**src/hw/rtl/bspd_pkg.sv**
```systemverilog
// Shared types and constants of the bitmap scanline pixel decoder.
// No dependencies; every other RTL file of the block refers to it by scoped names.
`default_nettype none

package bspd_pkg;

  localparam int unsigned PaletteEntries = 256;
  localparam int unsigned PalAw          = $clog2(PaletteEntries);
  localparam int unsigned MaxWidth       = 16384;
  localparam int unsigned ColW           = 15;
  localparam int unsigned CntW           = 4;
  localparam int unsigned KW             = 3;

  localparam logic [ColW-1:0] WidthMax = ColW'(MaxWidth);

  // RLE8 escape codes (second byte after a zero count)
  localparam logic [7:0] EscEol   = 8'd0;
  localparam logic [7:0] EscEob   = 8'd1;
  localparam logic [7:0] EscDelta = 8'd2;

  typedef enum logic [2:0] {
    FMT_1BPP  = 3'd0,
    FMT_4BPP  = 3'd1,
    FMT_8BPP  = 3'd2,
    FMT_RLE8  = 3'd3,
    FMT_555   = 3'd4,
    FMT_565   = 3'd5,
    FMT_24BIT = 3'd6,
    FMT_32BIT = 3'd7
  } fmt_e;

  typedef enum logic [2:0] {
    RP_COUNT,
    RP_VALUE,
    RP_ESCAPE,
    RP_ABS,
    RP_PAD,
    RP_DX,
    RP_DY
  } rle_phase_e;

  typedef enum logic {
    REG_FORMAT = 1'b0,
    REG_WIDTH  = 1'b1
  } reg_idx_e;

  // One decoded input byte: up to eight results share it
  typedef struct packed {
    logic [CntW-1:0] count;
    logic            from_pal;
    logic [7:0]      sel;
    logic [7:0]      red;
    logic [7:0]      green;
    logic [7:0]      blue;
    logic [7:0]      alpha;
    logic [7:0]      rep;
    logic            le;
    logic            ie;
    logic            err;
  } item_t;

  // One result as it leaves the block
  typedef struct packed {
    logic [7:0] red;
    logic [7:0] green;
    logic [7:0] blue;
    logic [7:0] alpha;
    logic [7:0] rep;
    logic       le;
    logic       ie;
    logic       err;
    logic       last;
  } res_t;

endpackage

`default_nettype wire

```
**src/hw/rtl/bspd_step.sv**
```systemverilog
// Per-byte decode: configuration, scanline and RLE state, and the item descriptor.
// Depends on bspd_pkg for formats, RLE phases and the item_t descriptor.
`default_nettype none

module bspd_step (
  input  logic                       clk_i,
  input  logic                       rst_ni,
  input  logic                       accept_i,
  input  logic                       kind_i,
  input  logic [7:0]                 data_byte_i,
  input  logic                       cfg_we_i,
  input  logic                       cfg_index_i,
  input  logic [bspd_pkg::ColW-1:0]  cfg_data_i,
  output bspd_pkg::item_t            item_o,
  output logic                       item_vld_o,
  output logic [bspd_pkg::PalAw-1:0] raddr_a_o,
  output logic [bspd_pkg::PalAw-1:0] raddr_b_o
);

  bspd_pkg::fmt_e             fmt_q, fmt_d;
  logic [bspd_pkg::ColW-1:0]  width_q, width_d;
  logic [bspd_pkg::ColW-1:0]  col_q, col_d;
  logic [1:0]                 bphase_q, bphase_d;
  logic [23:0]                asm_q, asm_d;
  logic [1:0]                 lphase_q, lphase_d;
  bspd_pkg::rle_phase_e       rphase_q, rphase_d;
  logic [7:0]                 rcount_q, rcount_d;
  logic                       odd_q, odd_d;

  logic                       col_lt_w;
  logic [bspd_pkg::ColW-1:0]  left;
  logic [bspd_pkg::ColW-1:0]  col_sum;
  logic [7:0]                 col_inc;
  logic [7:0]                 rep_rle;
  logic [7:0]                 rcount_dec;
  logic [1:0]                 lph_inc;
  logic [15:0]                v16;
  logic [4:0]                 r5;
  logic [4:0]                 b5;
  logic [7:0]                 g8;
  logic [bspd_pkg::ColW-1:0]  w_new;

  assign col_lt_w   = col_q < width_q;
  assign left       = col_lt_w ? (width_q - col_q) : '0;
  assign rep_rle    = (bspd_pkg::ColW'(rcount_q) < left) ? rcount_q : left[7:0];
  assign col_sum    = col_q + bspd_pkg::ColW'(col_inc);
  assign lph_inc    = lphase_q + 2'd1;
  assign rcount_dec = rcount_q - 8'd1;
  assign v16        = {data_byte_i, asm_q[7:0]};

  // Clamp the width write: zero acts as one, saturate at the maximum
  always_comb begin
    w_new = cfg_data_i;
    if (cfg_data_i == '0) begin
      w_new = bspd_pkg::ColW'(1);
    end else if (cfg_data_i > bspd_pkg::WidthMax) begin
      w_new = bspd_pkg::WidthMax;
    end
  end

  // 16-bit channel extraction with bit replication
  always_comb begin
    if (fmt_q == bspd_pkg::FMT_555) begin
      r5 = v16[14:10];
      g8 = {v16[9:5], v16[9:7]};
    end else begin
      r5 = v16[15:11];
      g8 = {v16[10:5], v16[10:9]};
    end
    b5 = v16[4:0];
  end

  // Palette read addresses
  always_comb begin
    unique case (fmt_q)
      bspd_pkg::FMT_1BPP: begin
        raddr_a_o = 8'd0;
        raddr_b_o = 8'd1;
      end
      bspd_pkg::FMT_4BPP: begin
        raddr_a_o = {4'd0, data_byte_i[7:4]};
        raddr_b_o = {4'd0, data_byte_i[3:0]};
      end
      default: begin
        raddr_a_o = data_byte_i;
        raddr_b_o = 8'd0;
      end
    endcase
  end

  // Column advance of this byte; in the raw formats it is also the pixel count
  always_comb begin
    col_inc = 8'd0;
    if (fmt_q == bspd_pkg::FMT_RLE8) begin
      if (rphase_q == bspd_pkg::RP_VALUE) begin
        col_inc = rep_rle;
      end else if (rphase_q == bspd_pkg::RP_ABS && left != '0) begin
        col_inc = 8'd1;
      end
    end else if (col_lt_w) begin
      unique case (fmt_q)
        bspd_pkg::FMT_1BPP:  col_inc = (left >= bspd_pkg::ColW'(8)) ? 8'd8 : {4'd0, left[3:0]};
        bspd_pkg::FMT_4BPP:  col_inc = (left >= bspd_pkg::ColW'(2)) ? 8'd2 : 8'd1;
        bspd_pkg::FMT_8BPP:  col_inc = 8'd1;
        bspd_pkg::FMT_555,
        bspd_pkg::FMT_565:   col_inc = (bphase_q != 2'd0) ? 8'd1 : 8'd0;
        bspd_pkg::FMT_24BIT: col_inc = (bphase_q == 2'd2) ? 8'd1 : 8'd0;
        bspd_pkg::FMT_32BIT: col_inc = (bphase_q == 2'd3) ? 8'd1 : 8'd0;
        default:             col_inc = 8'd0;
      endcase
    end
  end

  // Next state and item descriptor
  always_comb begin
    fmt_d      = fmt_q;
    width_d    = width_q;
    col_d      = col_q;
    bphase_d   = bphase_q;
    asm_d      = asm_q;
    lphase_d   = lphase_q;
    rphase_d   = rphase_q;
    rcount_d   = rcount_q;
    odd_d      = odd_q;
    item_o     = '0;
    item_vld_o = 1'b0;

    if (cfg_we_i) begin
      if (cfg_index_i == bspd_pkg::REG_WIDTH) begin
        width_d = w_new;
      end else begin
        fmt_d = bspd_pkg::fmt_e'(cfg_data_i[2:0]);
      end
      col_d    = '0;
      bphase_d = 2'd0;
      asm_d    = '0;
      lphase_d = 2'd0;
      rphase_d = bspd_pkg::RP_COUNT;
      rcount_d = 8'd0;
      odd_d    = 1'b0;
    end else if (accept_i && !kind_i) begin
      if (fmt_q == bspd_pkg::FMT_RLE8) begin
        col_d = col_sum;
        unique case (rphase_q)
          bspd_pkg::RP_COUNT: begin
            if (data_byte_i == 8'd0) begin
              rphase_d = bspd_pkg::RP_ESCAPE;
            end else begin
              rcount_d = data_byte_i;
              rphase_d = bspd_pkg::RP_VALUE;
            end
          end
          bspd_pkg::RP_VALUE: begin
            item_vld_o      = rep_rle != 8'd0;
            item_o.count    = bspd_pkg::CntW'(1);
            item_o.from_pal = 1'b1;
            item_o.rep      = rep_rle;
            rphase_d        = bspd_pkg::RP_COUNT;
          end
          bspd_pkg::RP_ESCAPE: begin
            if (data_byte_i == bspd_pkg::EscEol || data_byte_i == bspd_pkg::EscEob) begin
              item_vld_o   = 1'b1;
              item_o.count = bspd_pkg::CntW'(1);
              item_o.le    = 1'b1;
              item_o.ie    = data_byte_i == bspd_pkg::EscEob;
              col_d        = '0;
              rphase_d     = bspd_pkg::RP_COUNT;
            end else if (data_byte_i == bspd_pkg::EscDelta) begin
              item_vld_o   = 1'b1;
              item_o.count = bspd_pkg::CntW'(1);
              item_o.err   = 1'b1;
              rphase_d     = bspd_pkg::RP_DX;
            end else begin
              rcount_d = data_byte_i;
              odd_d    = data_byte_i[0];
              rphase_d = bspd_pkg::RP_ABS;
            end
          end
          bspd_pkg::RP_ABS: begin
            item_vld_o      = left != '0;
            item_o.count    = bspd_pkg::CntW'(1);
            item_o.from_pal = 1'b1;
            item_o.rep      = 8'd1;
            rcount_d        = rcount_dec;
            if (rcount_dec == 8'd0) begin
              rphase_d = odd_q ? bspd_pkg::RP_PAD : bspd_pkg::RP_COUNT;
            end
          end
          bspd_pkg::RP_DX: begin
            rphase_d = bspd_pkg::RP_DY;
          end
          default: begin
            rphase_d = bspd_pkg::RP_COUNT;
          end
        endcase
      end else if (!col_lt_w) begin
        // skip line padding up to the 4-byte boundary
        lphase_d = lph_inc;
        if (lph_inc == 2'd0) begin
          col_d = '0;
        end
      end else begin
        item_o.count = col_inc[bspd_pkg::CntW-1:0];
        item_o.rep   = 8'd1;
        item_vld_o   = col_inc != 8'd0;
        unique case (fmt_q)
          bspd_pkg::FMT_1BPP: begin
            item_o.from_pal = 1'b1;
            item_o.sel      = data_byte_i;
          end
          bspd_pkg::FMT_4BPP: begin
            item_o.from_pal = 1'b1;
            item_o.sel      = 8'h40;
          end
          bspd_pkg::FMT_555,
          bspd_pkg::FMT_565: begin
            item_o.red   = {r5, r5[4:2]};
            item_o.green = g8;
            item_o.blue  = {b5, b5[4:2]};
            item_o.alpha = 8'hFF;
            if (bphase_q == 2'd0) begin
              asm_d    = {16'd0, data_byte_i};
              bphase_d = 2'd1;
            end else begin
              asm_d    = '0;
              bphase_d = 2'd0;
            end
          end
          bspd_pkg::FMT_24BIT,
          bspd_pkg::FMT_32BIT: begin
            if (fmt_q == bspd_pkg::FMT_32BIT) begin
              item_o.red   = asm_q[23:16];
              item_o.alpha = data_byte_i;
            end else begin
              item_o.red   = data_byte_i;
              item_o.alpha = 8'hFF;
            end
            item_o.green = asm_q[15:8];
            item_o.blue  = asm_q[7:0];
            if (col_inc != 8'd0) begin
              asm_d    = '0;
              bphase_d = 2'd0;
            end else begin
              unique case (bphase_q)
                2'd0:    asm_d[7:0]   = data_byte_i;
                2'd1:    asm_d[15:8]  = data_byte_i;
                default: asm_d[23:16] = data_byte_i;
              endcase
              bphase_d = bphase_q + 2'd1;
            end
          end
          default: begin
            item_o.from_pal = 1'b1;
          end
        endcase
        item_o.le = (col_inc != 8'd0) && (col_sum >= width_q);
        col_d     = col_sum;
        lphase_d  = lph_inc;
        if (col_sum >= width_q && lph_inc == 2'd0) begin
          col_d = '0;
        end
      end
    end
  end

  always_ff @(posedge clk_i or negedge rst_ni) begin
    if (!rst_ni) begin
      fmt_q    <= bspd_pkg::FMT_24BIT;
      width_q  <= bspd_pkg::ColW'(1);
      col_q    <= '0;
      bphase_q <= 2'd0;
      asm_q    <= '0;
      lphase_q <= 2'd0;
      rphase_q <= bspd_pkg::RP_COUNT;
      rcount_q <= 8'd0;
      odd_q    <= 1'b0;
    end else begin
      fmt_q    <= fmt_d;
      width_q  <= width_d;
      col_q    <= col_d;
      bphase_q <= bphase_d;
      asm_q    <= asm_d;
      lphase_q <= lphase_d;
      rphase_q <= rphase_d;
      rcount_q <= rcount_d;
      odd_q    <= odd_d;
    end
  end

endmodule

`default_nettype wire

```
**config.mk**
```make
export PLATFORM = sky130hd
export DESIGN_NAME = bspd_step
export DESIGN_NICKNAME = d
export VERILOG_FILES = /design/src/hw/rtl/bspd_pkg.sv /design/src/hw/rtl/bspd_step.sv
export SDC_FILE = /design/constraint.sdc
export NUM_CORES = 1
export LEC_CHECK = 0
export BUFFER_PORTS_ARGS = -buffer_cell sky130_fd_sc_hd__buf_2
export CORE_ASPECT_RATIO = 0.7
export CORE_MARGIN = 4
export CORE_UTILIZATION = 59
export DETAILED_ROUTE_END_ITERATION = 10
export PLACE_DENSITY_LB_ADDON = 0.2
export SYNTH_ARGS = -nofsm -noshare
export SYNTH_HDL_FRONTEND = slang
export SYNTH_SLANG_ARGS = --single-unit
```
**constraint.sdc**
```tcl
create_clock -name clk_i -period 11.65 [get_ports clk_i]
set_clock_uncertainty 0.15 [all_clocks]
set_input_delay 1.7475 -clock clk_i [delete_from_list [all_inputs] [get_ports clk_i]]
set_output_delay 1.7475 -clock clk_i [all_outputs]
set_load 0.005 [all_outputs]
```
== Word-level counts from Yosys, hierarchy flattened ==
Cells that the tools add are included.
Word-level totals
  word-level logic and storage cells: 184
  input bits: 29
  flip-flop bits (word level): 73
Operators by class
  equal/unequal tests: 26
  bitwise operators: 1
  mux-type cells: 95
  order comparisons: 6
  add/sub/neg operators: 5
  reduce and logical (&&, ||, !) cells: 40
Operator list (count)
  15-bit two-way mux: 11
  8-bit two-way mux: 16
  24-bit two-way mux: 5
  56-bit two-way mux: 2
  32-bit one-hot mux with 2 select lines: 1
  54-bit two-way mux: 1
  24-bit one-hot mux with 2 select lines: 1
  8-bit one-hot mux with 2 select lines: 3
  40-bit two-way mux: 1
  2-bit two-way mux: 12
  3-bit two-way mux: 8
  4-bit one-hot mux with 6 select lines: 1
  8-bit one-hot mux with 3 select lines: 1
  1-bit two-way mux: 22
  5-bit AND reduction: 4
  8-bit logical NOT: 2
  8-bit nonzero test: 2
  15-bit by 8-bit adder with 15-bit output: 1
  3-bit equality test (second input constant): 5
  15-bit greater-or-equal comparator: 1
  15-bit by 2-bit greater-or-equal comparator with 1-bit output (second input constant): 1
  15-bit by 4-bit greater-or-equal comparator with 1-bit output (second input constant): 1
  15-bit greater-than comparator (second input constant): 1
  15-bit logical NOT: 1
  40 further kinds: 69

== Logic depth before layout (Yosys ltp) ==
  depth in word-level cells: 15
  mapped depth: 41

== Worst setup path before layout ==
Ideal clock, no wire load.
  kind: reg2out
  start point: reg width_q[0] (netlist name)
  end point: out item_o[2] (netlist name)
  stages on the path, launching flop included: 37
  arrival: 6.975 ns
  required time: 9.753 ns
  buffers on the path: 2
  setup slack: 2.778 ns
  cells stage by stage: dfstp_2 > inv_1 > ha_1 > nand2b_1 > a211oi_1 > o211ai_1 > a21oi_1 > buf_2 > buf_1 > nand2_1 > ha_1 > and3_1 > o21ai_0 > a31oi_1 > a31o_2 > nand4_1 > o21ai_2 > a311o_1 > and2_2 > ha_1 > fa_1 > a21o_1 > a21oi_1 > o21bai_1 > a21oi_1 > o21bai_1 > a21oi_1 > nor3_1 > and3_1 > xnor2_1 > ha_1 > nand4_1 > nor2_1 > nand2_1 > o21ai_0 > a41oi_1 > o31ai_1
RTL lines
  from (decl): RTL line bspd_step.sv:21  | logic [bspd_pkg::ColW-1:0] width_q, width_d;
  from (signal assigned): RTL line bspd_step.sv:269  | width_q <= bspd_pkg::ColW'(1);
  from (signal assigned): RTL line bspd_step.sv:279  | width_q <= width_d;
  to (decl): RTL line bspd_step.sv:14  | output bspd_pkg::item_t item_o,

==> flow_summary.ini <==
[synthesis]
synthCells = 868
yosysMostFrequentCell = nor2_1
synth-edff-count = 0
ys.flop_type = dfrtp_1
synth_top_cell_by_area = dfrtp_1
synth_top_cell_area_share = 0.259
syn_area_um2 = 6770
synth_warnings = 0
synth_seq_cells = 73
async_flop_share = 1.00
synth_area_leaders = dfrtp_1 (26%), ha_1 (9.2%), a21oi_1 (5.7%)
seq_area_frac_synth = 0.270
syn_area_per_cell_um2 = 7.80
synth_common_cells = nor2_1 (102), a21oi_1 (77), dfrtp_1 (70), nand2_1 (62), inv_1 (53)
synth.distinct_cells = 79

[placed_design]
post-place-ws_ns = 2.00
dp.cells = 1072
dpl-instance-area_um2 = 7260
dp.final_hpwl_um = 17100
port-buffer-count = 97
gp_congestion = 0.962

[grt]
grt_max_degree = 74
grt_pass1_wl_um = 35600
grt_pass1_vias = 6637
grt_overflow = 0
groute.usage.overall = 0.335
antenna_found_initial = 0

[timing]
finalMaxSlewViolations = 0
fmax_ghz = 0.0970
worst_pin_slew_ns = 1.22
finalSetupViolCount = 0
rsz0062_at_grt = false
whs_ns = 0.355
min_period_ns = 10.31
slew_headroom = 0.183
timing.final.ws_setup_ns = 1.34
finalHoldViolations = 0
fin_crit_sh = 0.885
fin_tns_setup_ns = 0

[power_and_ir_drop]
fin_total_pwr_mw = 0.974
combPwrFrac = 0.370
leakagePower_nw = 3.54
ir_worst_vdd_uv = 80.5
p_sw_frac = 0.387
cellPowerDensity_nw_per_um2 = 128
net-switching-power_mw = 0.377
seqPwrFrac = 0.303
internal_power_mw = 0.597
p_clk_frac = 0.327

[status]
outcome = complete, no violations

[floorplanning]
die_y_um = 97.6
start_util = 0.608
die_area_um2 = 13300
ios = 102
die_x_um = 136
rows = 32
core-area_um2 = 11100

[critical_path]
arrival_ns = 8.41
rr_worst_depth = 33
slowest_stage = ha_1
r2r_setup_slack_ns = 2.58
worstSetupStartpointType = flip-flop
cpPeakStageDelay_ns = 0.53
crit_fanout = 13
crit_start = col_q[4]
path_class = reg2out
worst-path-buf-inv = 2
cp-endpoint = item_o[2]
end_kind = output port
worstPathRequired_ns = 9.75
cp.depth = 33
reg2reg_from = col_q[4]
crit_family = compound AO/OA/AOI/OAI gates
rr_endpoint = col_q[14]

[drt]
ant_nets = 0
wire_per_inst_um = 20.5
drtIter0Drc = 881
dr_total_vias = 7150
drt_pre_antenna_iters = 5
drcViolationCount = 0
drt_wl_total_um = 22400
viasPerCell = 6.57

[clocking]
cts_max_level = 3
numCtsBuffers = 9
cts_buffer_depth = 2
clk_latency_ns = 0.34
ctsResizeCount = 0
post_cts_buffers = 0
cts_tree = done
cts_sinks = 73
cts-root-buf = clkbuf_16
path_clk_slew_ns = 0.06
postCtsHoldBufs = 0

[finish]
seqCellArea_um2 = 1830
drive_gt1_frac = 0.161
utilization = 0.683
fin_cells = 1089
multi_input_area_um2 = 4520
final_nets = 1011
fin_area_um2 = 7600
area_growth_pct = 12.3
fillers = 960

[flow_run]
maxCapViolCount = 0

[min_path]
hp-class = reg2reg
## final cells by class
type                       instances  area share
multi-input combinational        690       0.594
sequential                        73       0.241
timing repair buffer             102      0.0688
clock buffer                      10      0.0314
inverter                          54      0.0267
tap                              153      0.0252
clock inverter                     6      0.0128
antenna                            1    0.000329
## state kept, by name (all words and copies together) (netlist names), 2 cells and up
name	flops
rphase_q	3
bphase_q	2
lphase_q	2
fmt_q	3
col_q	15
rcount_q	8
asm_q	24
width_q	15
## layout by cell type, fill, tap and decap left out, drive strengths merged, types with 3 or more instances in the layout
cell type	synthesis	routed
a211oi	11	11
a21o	17	17
a21oi	78	78
a22o	40	40
a311oi	3	3
a31o	3	3
a31oi	15	15
a32o	9	9
and2	13	13
and3	8	8
and4	3	3
buf	13	102
clkbuf	41	10
conb	1	4
dfrtp	70	70
dfstp	3	3
ha	50	50
inv	53	56
mux2	7	7
mux2i	8	8
nand2	62	62
nand2b	17	17
nand3	18	18
nand3b	3	3
nand4	9	9
nor2	102	102
nor2b	13	13
nor3	35	35
nor3b	4	4
nor4	8	8
o211ai	6	6
o21a	7	7
o21ai	54	54
o21bai	4	4
o311ai	4	4
o31ai	4	4
or2	8	8
or3	4	4
xnor2	18	18
xor2	9	9
## worst min path at each step
stage	from	to	slack, ns	cells after the start
after floorplan	asm_q[18]	asm_q[18]	0.32	1
after global placement	asm_q[10]	asm_q[10]	0.33	1
after detailed placement	asm_q[8]	asm_q[8]	0.34	1
after CTS	asm_q[15]	asm_q[15]	0.36	1
after global routing	asm_q[22]	asm_q[22]	0.37	1
final	asm_q[15]	asm_q[15]	0.35	1
## cells by family after synthesis
group	Yosys count	synth area share
adders and majority gates	53	0.0998
buffers and inverters	108	0.0641
other	1	0.000554
and+or+nand+nor	312	0.225
xor gates and xnor gates	27	0.0349
muxes	15	0.0235
DFF	73	0.270
AOI/OAI and AO/OA	279	0.282
## layer usage
layer  vias to the layer above  part of all wire  GRT usage
met3                        34              0.12      0.102
met4                         0             0.016     0.0728
met5                         -                 0          0
met2                       427              0.41      0.452
li1                       3266                 -          -
met1                      3423              0.46      0.518
## power groups by stage
| stage | Sequential, mW | Combinational, mW | Clock [mW] |
|---|---|---|---|
| 4_1_cts | 0.294 | 0.350 | 0.319 |
| 5_1_grt | 0.298 | 0.394 | 0.333 |
| 3_5_place_dp | 0.299 | 0.347 | 0 |
| 6_report | 0.295 | 0.361 | 0.318 |
| 3_3_place_gp | 0.298 | 0.340 | 0 |
| 2_1_floorplan | 0.284 | 0.264 | 0 |
(Power assumes the default switching activity.)
