## src/hw/rtl/bspd_pkg.sv

```systemverilog
// Shared types and constants of the bitmap scanline pixel decoder.
// No dependencies; every other RTL file of the block refers to it by scoped names.
`default_nettype none

package bspd_pkg;

  localparam int unsigned PaletteEntries = 256;
  localparam int unsigned PalAw          = $clog2(PaletteEntries);
  localparam int unsigned MaxWidth       = 16384;
  localparam int unsigned ColW           = 15;
  localparam int unsigned CntW           = 4;
  localparam int unsigned KW             = 3;

  localparam logic [ColW-1:0] WidthMax = ColW'(MaxWidth);

  // RLE8 escape codes (second byte after a zero count)
  localparam logic [7:0] EscEol   = 8'd0;
  localparam logic [7:0] EscEob   = 8'd1;
  localparam logic [7:0] EscDelta = 8'd2;

  typedef enum logic [2:0] {
    FMT_1BPP  = 3'd0,
    FMT_4BPP  = 3'd1,
    FMT_8BPP  = 3'd2,
    FMT_RLE8  = 3'd3,
    FMT_555   = 3'd4,
    FMT_565   = 3'd5,
    FMT_24BIT = 3'd6,
    FMT_32BIT = 3'd7
  } fmt_e;

  typedef enum logic [2:0] {
    RP_COUNT,
    RP_VALUE,
    RP_ESCAPE,
    RP_ABS,
    RP_PAD,
    RP_DX,
    RP_DY
  } rle_phase_e;

  typedef enum logic {
    REG_FORMAT = 1'b0,
    REG_WIDTH  = 1'b1
  } reg_idx_e;

  // One decoded input byte: up to eight results share it
  typedef struct packed {
    logic [CntW-1:0] count;
    logic            from_pal;
    logic [7:0]      sel;
    logic [7:0]      red;
    logic [7:0]      green;
    logic [7:0]      blue;
    logic [7:0]      alpha;
    logic [7:0]      rep;
    logic            le;
    logic            ie;
    logic            err;
  } item_t;

  // One result as it leaves the block
  typedef struct packed {
    logic [7:0] red;
    logic [7:0] green;
    logic [7:0] blue;
    logic [7:0] alpha;
    logic [7:0] rep;
    logic       le;
    logic       ie;
    logic       err;
    logic       last;
  } res_t;

endpackage

`default_nettype wire

```

## src/hw/rtl/bspd_expand.sv

```systemverilog
// Result expansion: holds one decoded item and issues its results into the output register.
// Depends on bspd_pkg for item_t and res_t.
`default_nettype none

module bspd_expand (
  input  logic             clk_i,
  input  logic             rst_ni,
  input  logic             load_i,
  input  bspd_pkg::item_t  item_i,
  input  logic [23:0]      rd_a_i,
  input  logic [23:0]      rd_b_i,
  input  logic             out_ready_i,
  output logic             take_o,
  output logic             out_valid_o,
  output bspd_pkg::res_t   res_o
);

  logic                       a_vld_q, a_vld_d;
  bspd_pkg::item_t            a_q;
  logic [bspd_pkg::KW-1:0]    k_q, k_d;
  logic                       a_adv;
  logic                       a_last;
  logic [bspd_pkg::CntW-1:0]  cnt_m1;
  logic                       pick;
  logic [23:0]                color;
  bspd_pkg::res_t             res_d;
  bspd_pkg::res_t             res_q;
  logic                       b_vld_q, b_vld_d;

  assign a_adv  = a_vld_q && (!b_vld_q || out_ready_i);
  assign cnt_m1 = a_q.count - bspd_pkg::CntW'(1);
  assign a_last = {1'b0, k_q} == cnt_m1;
  assign take_o = !a_vld_q || (a_adv && a_last);

  // Pixel k of a palette item takes entry B when its select bit is set
  assign pick  = a_q.sel[3'd7 - k_q];
  assign color = pick ? rd_b_i : rd_a_i;

  always_comb begin
    res_d.red   = a_q.from_pal ? color[23:16] : a_q.red;
    res_d.green = a_q.from_pal ? color[15:8]  : a_q.green;
    res_d.blue  = a_q.from_pal ? color[7:0]   : a_q.blue;
    res_d.alpha = a_q.from_pal ? 8'hFF        : a_q.alpha;
    res_d.rep   = a_q.rep;
    res_d.le    = a_q.le && a_last;
    res_d.ie    = a_q.ie;
    res_d.err   = a_q.err;
    res_d.last  = a_last;
  end

  always_comb begin
    a_vld_d = a_vld_q;
    k_d     = k_q;
    if (load_i) begin
      a_vld_d = 1'b1;
      k_d     = '0;
    end else if (a_adv) begin
      if (a_last) begin
        a_vld_d = 1'b0;
      end else begin
        k_d = k_q + bspd_pkg::KW'(1);
      end
    end
    b_vld_d = a_adv || (b_vld_q && !out_ready_i);
  end

  always_ff @(posedge clk_i or negedge rst_ni) begin
    if (!rst_ni) begin
      a_vld_q <= 1'b0;
      k_q     <= '0;
      b_vld_q <= 1'b0;
    end else begin
      a_vld_q <= a_vld_d;
      k_q     <= k_d;
      b_vld_q <= b_vld_d;
    end
  end

  always_ff @(posedge clk_i) begin
    if (load_i) begin
      a_q <= item_i;
    end
    if (a_adv) begin
      res_q <= res_d;
    end
  end

  assign out_valid_o = b_vld_q;
  assign res_o       = res_q;

endmodule

`default_nettype wire

```

## config.mk

```make
export PLATFORM = sky130hd
export DESIGN_NAME = bspd_expand
export DESIGN_NICKNAME = d
export VERILOG_FILES = /design/src/hw/rtl/bspd_pkg.sv /design/src/hw/rtl/bspd_expand.sv
export SDC_FILE = /design/constraint.sdc
export NUM_CORES = 1
export LEC_CHECK = 0
export ABC_AREA = 1
export BUFFER_PORTS_ARGS = -buffer_cell sky130_fd_sc_hd__buf_2
export CAP_MARGIN = 10
export CORE_UTILIZATION = 47
export DETAILED_ROUTE_END_ITERATION = 7
export PLACE_DENSITY = 0.77
export SLEW_MARGIN = 10
export SYNTH_ARGS = -nofsm -noshare
export SYNTH_HDL_FRONTEND = slang
export SYNTH_SLANG_ARGS = --single-unit
```

## constraint.sdc

```tcl
create_clock -name clk_i -period 2.1 [get_ports clk_i]
set_input_delay 0.42 -clock clk_i [delete_from_list [all_inputs] [get_ports clk_i]]
set_output_delay 0.42 -clock clk_i [all_outputs]
set_load 0.01 [all_outputs]
```

[After elaboration in Yosys (flattened, before gate mapping)]
Cells that the tools add are included.
Word-level totals
  register bits after elaboration: 105
  input bits: 108
  output and inout port bits: 46
  logic and storage cells: 55
Cells by class
  add/subtract/negate cells: 3
  magnitude comparators: 1
  equal/unequal tests: 2
  mux-type cells: 12
  reduce and logical (&&, ||, !) cells: 14
Operator list (count)
  24-bit two-way mux: 1
  8-bit two-way mux: 3
  3-bit two-way mux: 3
  3-bit by 4-bit == test with 1-bit output: 1
  1-bit logical AND: 4
  3-bit by 4-bit less-than comparator with 1-bit output, second input constant: 1
  1-bit two-way mux: 4
  2-bit AND reduction: 2
  2-bit nonzero test: 2
  4-bit by 1-bit subtractor with 4-bit output, second input constant: 1
  3-bit by 1-bit adder with 3-bit output, second input constant: 1
  1-bit binary-select mux with 3-bit select: 1
  1-bit zero test: 3
  1-bit logical OR: 3
  3-bit subtractor, first input constant: 1
  2-bit != test, second input constant: 1

[Depth between registers and ports, before layout]
Gate-level depths: netlist (run 1).
  depth in word-level cells: 5
  gate-level depth with buffers: 11

[Least setup slack after synthesis (run 1)]
OpenSTA, ideal clock, no wires.
  path kind: input -> register
  start point: input port out_ready_i
  end point: register res_q, in the netlist res_o[0], enable pin
  library setup time: 0.401 ns
  arrival: 1.508 ns
  path slack: 0.192 ns
  stages on the path: 4
  path through: inv_1 > nand2_1 > nand2_1 > inv_1
On the way
  longest elaborated chain between the ends: 2
Ends and longest elaborated chain
  from (decl): RTL line bspd_expand.sv:12  | input logic out_ready_i,
  1-bit logical OR: RTL line bspd_expand.sv:30  | assign a_adv = a_vld_q && (!b_vld_q || out_ready_i);
  1-bit logical AND: RTL line bspd_expand.sv:30
  net a_adv: RTL line bspd_expand.sv:21  | logic a_adv;
  to (signal assigned): RTL line bspd_expand.sv:84  | res_q <= res_d;
  to (decl): RTL line bspd_expand.sv:27  | bspd_pkg::res_t res_q;
The timed path passes the listed nets, and every way through them passes these cells.
A chain may end at the register's enable or synchronous reset.

[Worst setup path in the final report (run 1)]
  start point: register a_q[52] (netlist name)
  end point: output port take_o
On the way
  longest elaborated chain between the ends: 4
Ends and longest elaborated chain
  from (decl): RTL line bspd_expand.sv:19  | bspd_pkg::item_t a_q;
  from (signal assigned): RTL line bspd_expand.sv:81  | a_q <= item_i;
  4-bit by 1-bit subtractor with 4-bit output: RTL line bspd_expand.sv:31  | assign cnt_m1 = a_q.count - bspd_pkg::CntW'(1);
  3-bit by 4-bit == test with 1-bit output: RTL line bspd_expand.sv:32  | assign a_last = {1'b0, k_q} == cnt_m1;
  1-bit logical AND: RTL line bspd_expand.sv:33  | assign take_o = !a_vld_q || (a_adv && a_last);
  1-bit logical OR: RTL line bspd_expand.sv:33
  to (decl): RTL line bspd_expand.sv:13  | output logic take_o,
Every way passes these cells.

==> results of run 1 <==
==> sequential cells by signal, summed over array words and instances, names as in the netlist <==
| signal | count |
|---|---|
| a_q | 56 |
| a_vld_q | 1 |
| k_q | 3 |
| out_valid_o | 1 |
| res_o | 44 |
==> final timing paths <==
path,start,cells after the start,end
max,a_q[52],8,take_o
min,item_i[36],1,a_q[36]
max reg2reg,k_q[0],9,res_o[25]
min reg2reg,a_q[3],0,res_o[4]
max in group asynchronous,rst_ni,2,k_q[2]
min in group asynchronous,rst_ni,2,k_q[0]
==> layout make-up <==
type	count	area (µm²)	area share, %
repair buffers	165	870.8	15.96
clock buffers	9	123.9	2.271
flip-flops and latches	105	3129	57.36
inverters	43	163.9	3.005
clock inverters	7	83.83	1.537
well taps	108	135.1	2.477
multi-input cells	186	948.4	17.39
==> metal layers <==
metal / vias up / share of wire (%)
met3: 19 / 6.8
li1: 1486 / -
met5: - / 0
met4: 0 / 2.5
met1: 1416 / 40
met2: 126 / 51
==> Yosys cell counts <==
library cell,number
nand2_2,1
nand4_1,4
nor2_1,5
inv_2,1
edfxtp_1,100
nand3b_1,25
nand3_4,3
ha_1,2
buf_2,6
xor2_1,1
buf_6,3
nand2_4,1
clkbuf_1,3
nand3_1,26
o21ai_2,1
nand2_1,109
dfrtp_1,5
or2_2,8
inv_4,1
inv_1,41
==> what timing repair did <==
action | in CTS | in global routing
setup endpoints to repair | 1 | 1
hold endpoints to repair | 5 | 0
buffers inserted | 3 | 2
hold buffers | 1 | 0
resized for setup | 4 | 2
pin swaps | 4 | 5
==> worst register-to-register path, stage by stage, from the launching register on <==
cell,delay [ps]
dfrtp_2,500
inv_4,70
nand2_1,60
nand2_1,50
nand2_1,100
nand3_4,180
nand2_4,310
nand2_1,120
nand3_1,100
nand2_1,70
==> through the flow <==
step / instance area, µm² / power [W]
floorplan: 4300 / 0.003065
global placement: 5184 / 0.003330
detailed placement: 5184 / 0.003367
CTS: 5439 / 0.004618
global route: 5455 / 0.004787
finish: 5455 / 0.004576
==> cell families after synthesis <==
| family | Yosys count | share of synthesized area [%] |
|---|---|---|
| AO/OA/AOI/OAI | 1 | 0.2037 |
| XOR/XNOR | 1 | 0.2037 |
| adder cells (fa/ha/maj) | 2 | 0.5818 |
| buffers and inverters | 55 | 5.557 |
| flip-flops | 105 | 72.74 |
| AND/OR/NAND/NOR | 182 | 20.72 |
==> power breakdown <==
group / switching, W / internal, W / total [W] / leakage [nW]
Sequential: 0.0000607 / 0.00253 / 0.00259 / 1.03
Combinational: 0.000446 / 0.000301 / 0.000747 / 1.38
Clock: 0.000765 / 0.000476 / 0.00124 / 0.103
==> flow_summary_export.csv, run 1 <==
group,metric,value,unit
worst_setup_path,crit_path_max_incr_delay,410,ps
floorplan,boundaryPins,154,
floorplan,row_count,34,
timing,whs,213.8,ps
cts,tritoncts,"built",
run_status,outcome,"finished, violations left",
detailed_routing,detail_route.wirelength,8905,µm
place,placedCellCount,601,
run_status,violated_checks,"DRC, setup timing",
timing,fin_crit_sh,101.3,%
pwr,power-per-cell-area,838.9,nW/µm²
finish,mostFrequentLayoutCell,"buf_2",
synthesis,synth-seq-cells,105,
timing,clock.fmax,470.2,MHz
worst_setup_path,timing.reg2reg.setup_slack,300,ps
worst_setup_path,start_kind,"flop",
synthesis,synth_top_area_cell,"edfxtp_1",
floorplan,floorplan.initialDensity,48.83,%
cts,path_clk_slew,120,ps
finish,final_cell_mix,"buf_2 (153), nand2_1 (109), edfxtp_1 (100)",
finish,layout.filler_cells,708,
timing,setup_ws_final,-26.87,ps
worst_setup_path,critical-path-top-delay-family,"flip-flops",
job,drv_cap,0,
synthesis,ys.warnings.count,0,
global_route,globalRouteMet2Util,33.72,%
global_route,grt_overflow_total,0,
place,gp_congestion,0.7983,
synthesis,synth.top_cell.area_share,69.83,%
pwr,leakage_power_of_the_design,2.518,nW
finish,final_cell_count_no_fill,623,
timing,final-max-slew-violation-count,0,
synthesis,synth.net_count,456,
detailed_routing,dr_total_vias,3047,
place,pre_cts_ws,180.3,ps
timing,hold_viol,0,
worst_setup_path,worstPathMaxFanout,2,
cts,insertion_delay,370,ps
synthesis,netlist_area,4300,µm²
floorplan,die_x,97.66,µm
detailed_routing,drc,14,
global_route,grt_start_max_net_pins,48,
global_route,grt_antenna_before_repair,0,
global_route,busiest_layer,"met2",
cts,clock_tree.htree_level_count,3,
global_route,grt_use_met1,21.64,%
timing,max_slew_headroom,45.20,%
worst_setup_path,critical_path_cell_by_cell,"inv_2 -> ha_4 -> nand2_1 -> nand2_1 -> nor2_2 -> nand3_4 -> o21ai_2 -> buf_2",
global_route,grt_first_pass_wirelength,13760,µm
worst_setup_path,cp_common_cell,"nand2_1",
pwr,max-vdd-ir-drop,522.6,µV
floorplan,design.core.area,8806,µm²
place,dp_hpwl,6219,µm
finish,area_delta_synth_final,26.85,%
timing,fin_crit,2127,ps
synthesis,syn_avg_cell_area,12.43,µm²
global_route,gr-usage-met3,5.612,%
synthesis,synthDistinctLibCells,20,
floorplan,die-height,97.66,µm
detailed_routing,drt_first_pass_iters,6,
worst_setup_path,slowest_stage,"edfxtp_1",
cts,clock-root-buffer,"clkbuf_8",
floorplan,die_area,9537,µm²
synthesis,synth.top_cells.by_area,"edfxtp_1 (70%), nand2_1 (9.5%), nand3b_1 (4.4%), inv_1 (3.6%), nand3_1 (3.0%)",
timing,final_setup_violating_endpoints,1,
place,buffer_ports.inserted,153,
global_route,groute.usage.overall,19.18,%
synthesis,synth_cells,346,
worst_setup_path,timing.critical_path.arrival,1710,ps
cts,cts-root-to-sink-buffers,2,
worst_setup_path,data_required_time_of_the_worst_path,1680,ps
worst_hold_path,hp-class,"primary input to flop",
finish,finish.utilization,61.95,%
timing,timing_worst_slew_pin_value,821.1,ps
timing,finClkSkew,20.94,ps
worst_setup_path,path_buf_inv,2,
detailed_routing,via_per_inst,4.891,
cts,cts_inserted_buffers,9,
timing,timing.setup.tns,-26.87,ps
detailed_routing,post_drt_wl_per_cell,14.29,µm
detailed_routing,drt_iter0_markers,92,
global_route,first_global_vias,2952,
synthesis,synth_sequential_area_ratio,72.74,%
worst_setup_path,timing_worst_setup_path_type,"flop to output pin",
finish,n_antenna_cell,0,
finish,drive_above_1_share,39.42,%
detailed_routing,drt.antenna.violating_nets,0,
cts,clock-sinks,105,
timing,setup_repair_after_global_routing_missed_its_margin,"yes",
finish,number_of_nets_in_the_layout,620,
worst_setup_path,crit_end_category,"output pin",
No activity file was read; power rests on OpenSTA's default activity.
==> run 2, diff against run 1 <==
--- a/config.mk
+++ b/config.mk
@@ -6,11 +6,12 @@
 export NUM_CORES = 1
 export LEC_CHECK = 0
 export ABC_AREA = 1
-export BUFFER_PORTS_ARGS = -buffer_cell sky130_fd_sc_hd__buf_2
 export CAP_MARGIN = 10
 export CORE_UTILIZATION = 47
 export DETAILED_ROUTE_END_ITERATION = 7
-export PLACE_DENSITY = 0.77
+export DONT_BUFFER_PORTS = 1
+export PLACE_DENSITY = 0.63
+export RECOVER_POWER = 100
 export SLEW_MARGIN = 10
 export SYNTH_ARGS = -nofsm -noshare
 export SYNTH_HDL_FRONTEND = slang
==> run 2 against run 1 <==
  * The flow finishes with violations (DRC)
  * Clock power up 4%
  * Fmax up 7.3%
  * Utilization down 9.2 points
  * Largest cell class unchanged
  * Highest routed layer unchanged
==> flow_summary_export.csv, run 2 (same netlist as run 1, synthesis figures left out) <==
group,metric,value,unit
run_status,outcome,"finished, violations left",
run_status,violated_checks,"DRC",
floorplan,row_count,34,
timing,hold_viol,0,
worst_setup_path,start_kind,"flop",
worst_hold_path,hp-class,"primary input to flop",
timing,fin_crit,1982,ps
finish,final_cell_mix,"nand2_1 (107), edfxtp_1 (100), inv_1 (37)",
timing,max_slew_headroom,46.09,%
detailed_routing,post_drt_wl_per_cell,17.08,µm
cts,path_clk_slew,110,ps
floorplan,die_area,9537,µm²
finish,drive_above_1_share,12.32,%
global_route,first_global_vias,2348,
worst_setup_path,timing_worst_setup_path_type,"flop to output pin",
pwr,leakage_power_of_the_design,1.883,nW
detailed_routing,detail_route.wirelength,7959,µm
cts,cts-root-to-sink-buffers,2,
detailed_routing,dr_total_vias,2381,
cts,clock-root-buffer,"clkbuf_8",
pwr,power.share.clock,29.2,%
timing,timing_worst_slew_pin_value,807.7,ps
global_route,grt_first_pass_wirelength,12210,µm
pwr,switching_share,25.84,%
finish,area_delta_synth_final,8.089,%
place,pre_cts_ws,277.1,ps
global_route,grt_antenna_before_repair,1,
timing,timing.setup.tns,0,ps
place,buffer_ports.inserted,0,
finish,mostFrequentLayoutCell,"nand2_1",
cts,tritoncts,"built",
finish,number_of_nets_in_the_layout,462,
cts,cts_inserted_buffers,9,
detailed_routing,drt_first_pass_iters,7,
finish,largest-register,"a_q",
pwr,power.combinational.fraction,10.5,%
pwr,max-vdd-ir-drop,386.8,µV
worst_setup_path,timing.critical_path.arrival,1560,ps
floorplan,die_x,97.66,µm
floorplan,floorplan.initialDensity,48.83,%
timing,setup_repair_after_global_routing_missed_its_margin,"no",
job,drv_cap,0,
worst_setup_path,worstPathMaxFanout,2,
pwr,power-per-cell-area,949.1,nW/µm²
pwr,internal_power,0.003272,W
place,dp_hpwl,5245,µm
global_route,grt_start_max_net_pins,58,
pwr,p_sw,0.001140,W
detailed_routing,via_per_inst,5.109,
detailed_routing,drt_iter0_markers,99,
detailed_routing,drt.antenna.violating_nets,0,
floorplan,boundaryPins,154,
floorplan,die-height,97.66,µm
timing,final-max-slew-violation-count,0,
global_route,groute.usage.overall,17.39,%
cts,clock_tree.htree_level_count,3,
timing,finClkSkew,13.80,ps
pwr,report.power.total,0.004411,W
cts,insertion_delay,370,ps
timing,clock.fmax,504.6,MHz
timing,fin_crit_sh,94.36,%
worst_setup_path,crit_end_category,"output pin",
cts,clock-sinks,105,
floorplan,design.core.area,8806,µm²
global_route,grt_overflow_total,0,
timing,setup_ws_final,118.4,ps
worst_setup_path,data_required_time_of_the_worst_path,1680,ps
detailed_routing,drc,40,
finish,largest_reg_flops,56,
place,gp_congestion,0.7752,
timing,final_setup_violating_endpoints,0,
pwr,sequentialPowerShare,60.3,%
[run 2: changes by cell type in the layout (fill, tap and decap cells not counted), sizes merged]
cell / previous run / this run
buf: 164 / 3
clkbuf: 9 / 12
clkinv: 4 / 2
clkinvlp: 0 / 2
bufinv: 0 / 1
diode: 0 / 1
inv: 46 / 45
[run 2: cell type report]
cell class | instances | area (µm²)
inverter | 43 | 163.9
antenna | 1 | 2.502
tap | 108 | 135.1
multi-input combinational | 186 | 958.4
clock buffer | 9 | 123.9
timing repair buffer | 7 | 48.80
clock inverter | 7 | 87.58
sequential | 105 | 3128
fill | 743 | 4158
[run 2: final timing paths]
check,start,endpoint,slack (ps),cells after the start
setup / recovery,a_q[52],take_o,120,8
hold / removal,item_i[30],a_q[30],140,0
setup reg to reg,k_q[0],res_o[34],190,9
hold reg to reg,a_q[0],res_o[1],430,0
max in group asynchronous,rst_ni,k_q[0],1540,1
min in group asynchronous,rst_ni,a_vld_q,350,1
[run 2: worst max-delay path: stages, from the launching register on]
cell and delay (ps):
edfxtp_1 370, inv_2 60, ha_4 260, inv_2 30
nand2_2 60, nand2_2 60, nor2_4 110, nand3_4 80
o21ai_4 170
[run 2: metal layers]
| layer | wire length, µm | vias to the layer above | global-route usage (%) |
|---|---|---|---|
| met5 | 0 | - | 0 |
| met4 | 89 | 0 | 5.711 |
| met3 | 565 | 8 | 7.122 |
| met2 | 4045 | 84 | 28.64 |
| met1 | 3259 | 1119 | 20.73 |
| li1 | - | 1170 | - |
[run 2: stage by stage]
step	instances	hold slack (ps)	instance area [µm²]	utilization [%]
global placement	446	124.5	4403	50.00
floorplan	346	124.4	4300	-
CTS	465	122.0	4662	52.94
global route	465	105.8	4646	52.76
finish	466	136.3	4648	52.78
detailed placement	446	124.5	4403	50.00
[run 2: repair_timing]
item | in CTS | in global routing
hold endpoints to repair | 5 | 0
hold buffers | 1 | 0
pin swaps | 3 | 5
setup endpoints to repair | 1 | 1
buffers inserted | 2 | 0
gates resized for setup | 4 | 5
cloned | 0 | 0
[run 2: power by group through the flow]
stage | Combinational (W) | Sequential [W] | Clock (W)
2_1_floorplan | 0.000385 | 0.00268 | 0
3_5_place_dp | 0.000457 | 0.00271 | 0
4_1_cts | 0.000474 | 0.00266 | 0.00134
3_3_place_gp | 0.000439 | 0.00271 | 0
5_1_grt | 0.000530 | 0.00268 | 0.00142
6_report | 0.000462 | 0.00266 | 0.00129
==> run 3, diff against run 2 <==
--- a/config.mk
+++ b/config.mk
@@ -8,6 +8,7 @@
 export ABC_AREA = 1
 export CAP_MARGIN = 10
 export CORE_UTILIZATION = 47
+export CTS_BUF_LIST = sky130_fd_sc_hd__clkbuf_16
 export DETAILED_ROUTE_END_ITERATION = 7
 export DONT_BUFFER_PORTS = 1
 export PLACE_DENSITY = 0.63
==> run 3 against run 2 <==
  * The run still ends with DRC left
  * Clock power increased by 32%
  * Worst hold slack improved by 36 ps
  * Sequential cell count unchanged
  * Sequential power about the same
  * Clock skew is 4.8 ps lower
  * Total power increased by 9.7%
  * Fmax down 1.9%
  * Register-to-register slack improved by 120 ps
  * Combinational power is 3% higher
==> flow_summary_export.csv, run 3 (same netlist as run 1, synthesis figures left out) <==
group,metric,value,unit
worst_setup_path,timing.critical_path.arrival,1600,ps
worst_setup_path,worstPathMaxFanout,4,
timing,setup_ws_final,79.66,ps
detailed_routing,via_per_inst,5.156,
finish,number_of_nets_in_the_layout,464,
global_route,grt_start_max_net_pins,58,
place,dp_hpwl,5245,µm
finish,largest_reg_flops,56,
cts,clock-root-buffer,"clkbuf_16",
timing,finClkSkew,9.002,ps
run_status,violated_checks,"DRC",
detailed_routing,drt.antenna.violating_nets,0,
job,drv_cap,0,
floorplan,design.core.area,8806,µm²
finish,area.sequential,3128,µm²
place,gp_congestion,0.7752,
pwr,leakage_power_of_the_design,1.944,nW
pwr,power.share.clock,35.2,%
detailed_routing,drt_first_pass_iters,6,
worst_setup_path,timing.reg2reg.setup_slack,310,ps
timing,final-max-slew-violation-count,0,
detailed_routing,detail_route.wirelength,7965,µm
detailed_routing,routed-wl-met3,584,µm
global_route,grt_overflow_total,0,
timing,clock.fmax,495.0,MHz
worst_hold_path,hp-class,"primary input to flop",
global_route,grt_first_pass_wirelength,12190,µm
pwr,power-per-cell-area,1013,nW/µm²
timing,hold_viol,0,
global_route,groute.usage.overall,17.27,%
finish,multi_input_area,965.9,µm²
finish,final_cell_mix,"nand2_1 (107), edfxtp_1 (100), inv_1 (37)",
cts,clock-sinks,105,
timing,whs,172.0,ps
detailed_routing,dr_total_vias,2413,
floorplan,floorplan.initialDensity,48.83,%
finish,mostFrequentLayoutCell,"nand2_1",
cts,insertion_delay,340,ps
floorplan,boundaryPins,154,
pwr,internal_power,0.003655,W
cts,clock_tree.htree_level_count,3,
cts,cts-root-to-sink-buffers,2,
timing,setup_repair_after_global_routing_missed_its_margin,"yes",
detailed_routing,drt_iter0_markers,133,
floorplan,row_count,34,
detailed_routing,maxUsedRoutingLayer,"met5",
place,buffer_ports.inserted,0,
timing,timing_worst_slew_pin_value,793.9,ps
cts,cts_inserted_buffers,9,
timing,timing.setup.tns,0,ps
timing,fin_crit,2020,ps
cts,tritoncts,"built",
detailed_routing,wl_met2,4060,µm
timing,max_slew_headroom,47.02,%
detailed_routing,post_drt_wl_per_cell,17.02,µm
worst_setup_path,data_required_time_of_the_worst_path,1680,ps
global_route,first_global_vias,2322,
floorplan,die_area,9537,µm²
pwr,power.combinational.fraction,9.8,%
place,pre_cts_ws,277.1,ps
finish,finish.utilization,54.23,%
timing,final_setup_violating_endpoints,0,
global_route,grt_antenna_before_repair,2,
worst_setup_path,start_kind,"flop",
run_status,outcome,"finished, violations left",
finish,layout.filler_cells,728,
finish,drive_above_1_share,13.37,%
detailed_routing,route.layer.met1.wl,3177,µm
pwr,p_sw,0.001185,W
worst_setup_path,timing_worst_setup_path_type,"flop to output pin",
worst_setup_path,crit_end_category,"output pin",
floorplan,die-height,97.66,µm
pwr,switching_share,24.48,%
detailed_routing,drc,40,
finish,area_delta_synth_final,11.06,%
finish,largest-register,"a_q",
timing,fin_crit_sh,96.21,%
pwr,sequentialPowerShare,55.0,%
pwr,max-vdd-ir-drop,499.6,µV
floorplan,die_x,97.66,µm
cts,path_clk_slew,80,ps
==> run 3: changes by cell type in the layout (fill, tap and decap cells not counted), sizes merged <==
cell / change
buf: +3
clkbuf: -1
clkinv: -1
inv: +1
==> run 3: per-layer routing <==
| metal | global-route usage, % | vias up |
|---|---|---|
| li1 | - | 1181 |
| met1 | 20.56 | 1126 |
| met2 | 28.42 | 90 |
| met3 | 6.475 | 14 |
| met4 | 6.760 | 2 |
| met5 | 0 | - |
==> run 3: worst max-delay path, stage by stage, from the launching register on <==
cell,delay [ps]
edfxtp_1,360
inv_2,60
ha_4,260
inv_2,30
nand2_2,60
nand2_2,60
nor2_4,130
nand3_4,110
o21ai_4,200
==> run 3: repair_timing <==
| item | 4_1_cts | 5_1_grt |
|---|---|---|
| setup endpoints to repair | 1 | 1 |
| gates resized for setup | 3 | 6 |
| hold buffers | 1 | 0 |
| buffers inserted | 0 | 4 |
| pin swaps | 0 | 5 |
| gates cloned | 0 | 0 |
| hold endpoints to repair | 5 | 0 |
==> run 3: final cells by class <==
| class | instances | share of cell area [%] |
|---|---|---|
| Timing Repair Buffer | 9 | 1.415 |
| Multi-Input combinational cell | 186 | 20.23 |
| Tap cell | 108 | 2.829 |
| Sequential cell | 105 | 65.50 |
| Inverter | 43 | 3.432 |
| Clock inverter | 7 | 1.834 |
| Clock buffer | 9 | 4.716 |
| Antenna cell | 1 | 0.05240 |
==> run 3: stage by stage <==
step           instances  total power, W  cell area, µm²
3_5_place_dp         446        0.003168            4403
4_1_cts              463        0.004884            4736
6_report             468        0.004840            4776
2_1_floorplan        346        0.003065            4300
5_1_grt              467        0.005054            4773
3_3_place_gp         446        0.003146            4403
==> run 3: final timing paths <==
check | from | to | depth (start not counted)
worst max-delay path | a_q[52] | take_o | 8
worst min-delay path | item_i[30] | a_q[30] | 0
worst max register to register | k_q[0] | res_o[22] | 9
worst min register to register | a_q[0] | res_o[1] | 0
max in group asynchronous | rst_ni | k_q[0] | 1
min in group asynchronous | rst_ni | a_vld_q | 1
==> run 3: power by group through the flow <==
stage,logic (W),registers (W),clock network [W]
global route,0.000542,0.00268,0.00183
finish,0.000474,0.00266,0.00170
detailed placement,0.000457,0.00271,0
global placement,0.000439,0.00271,0
floorplan,0.000385,0.00268,0
CTS,0.000465,0.00267,0.00175
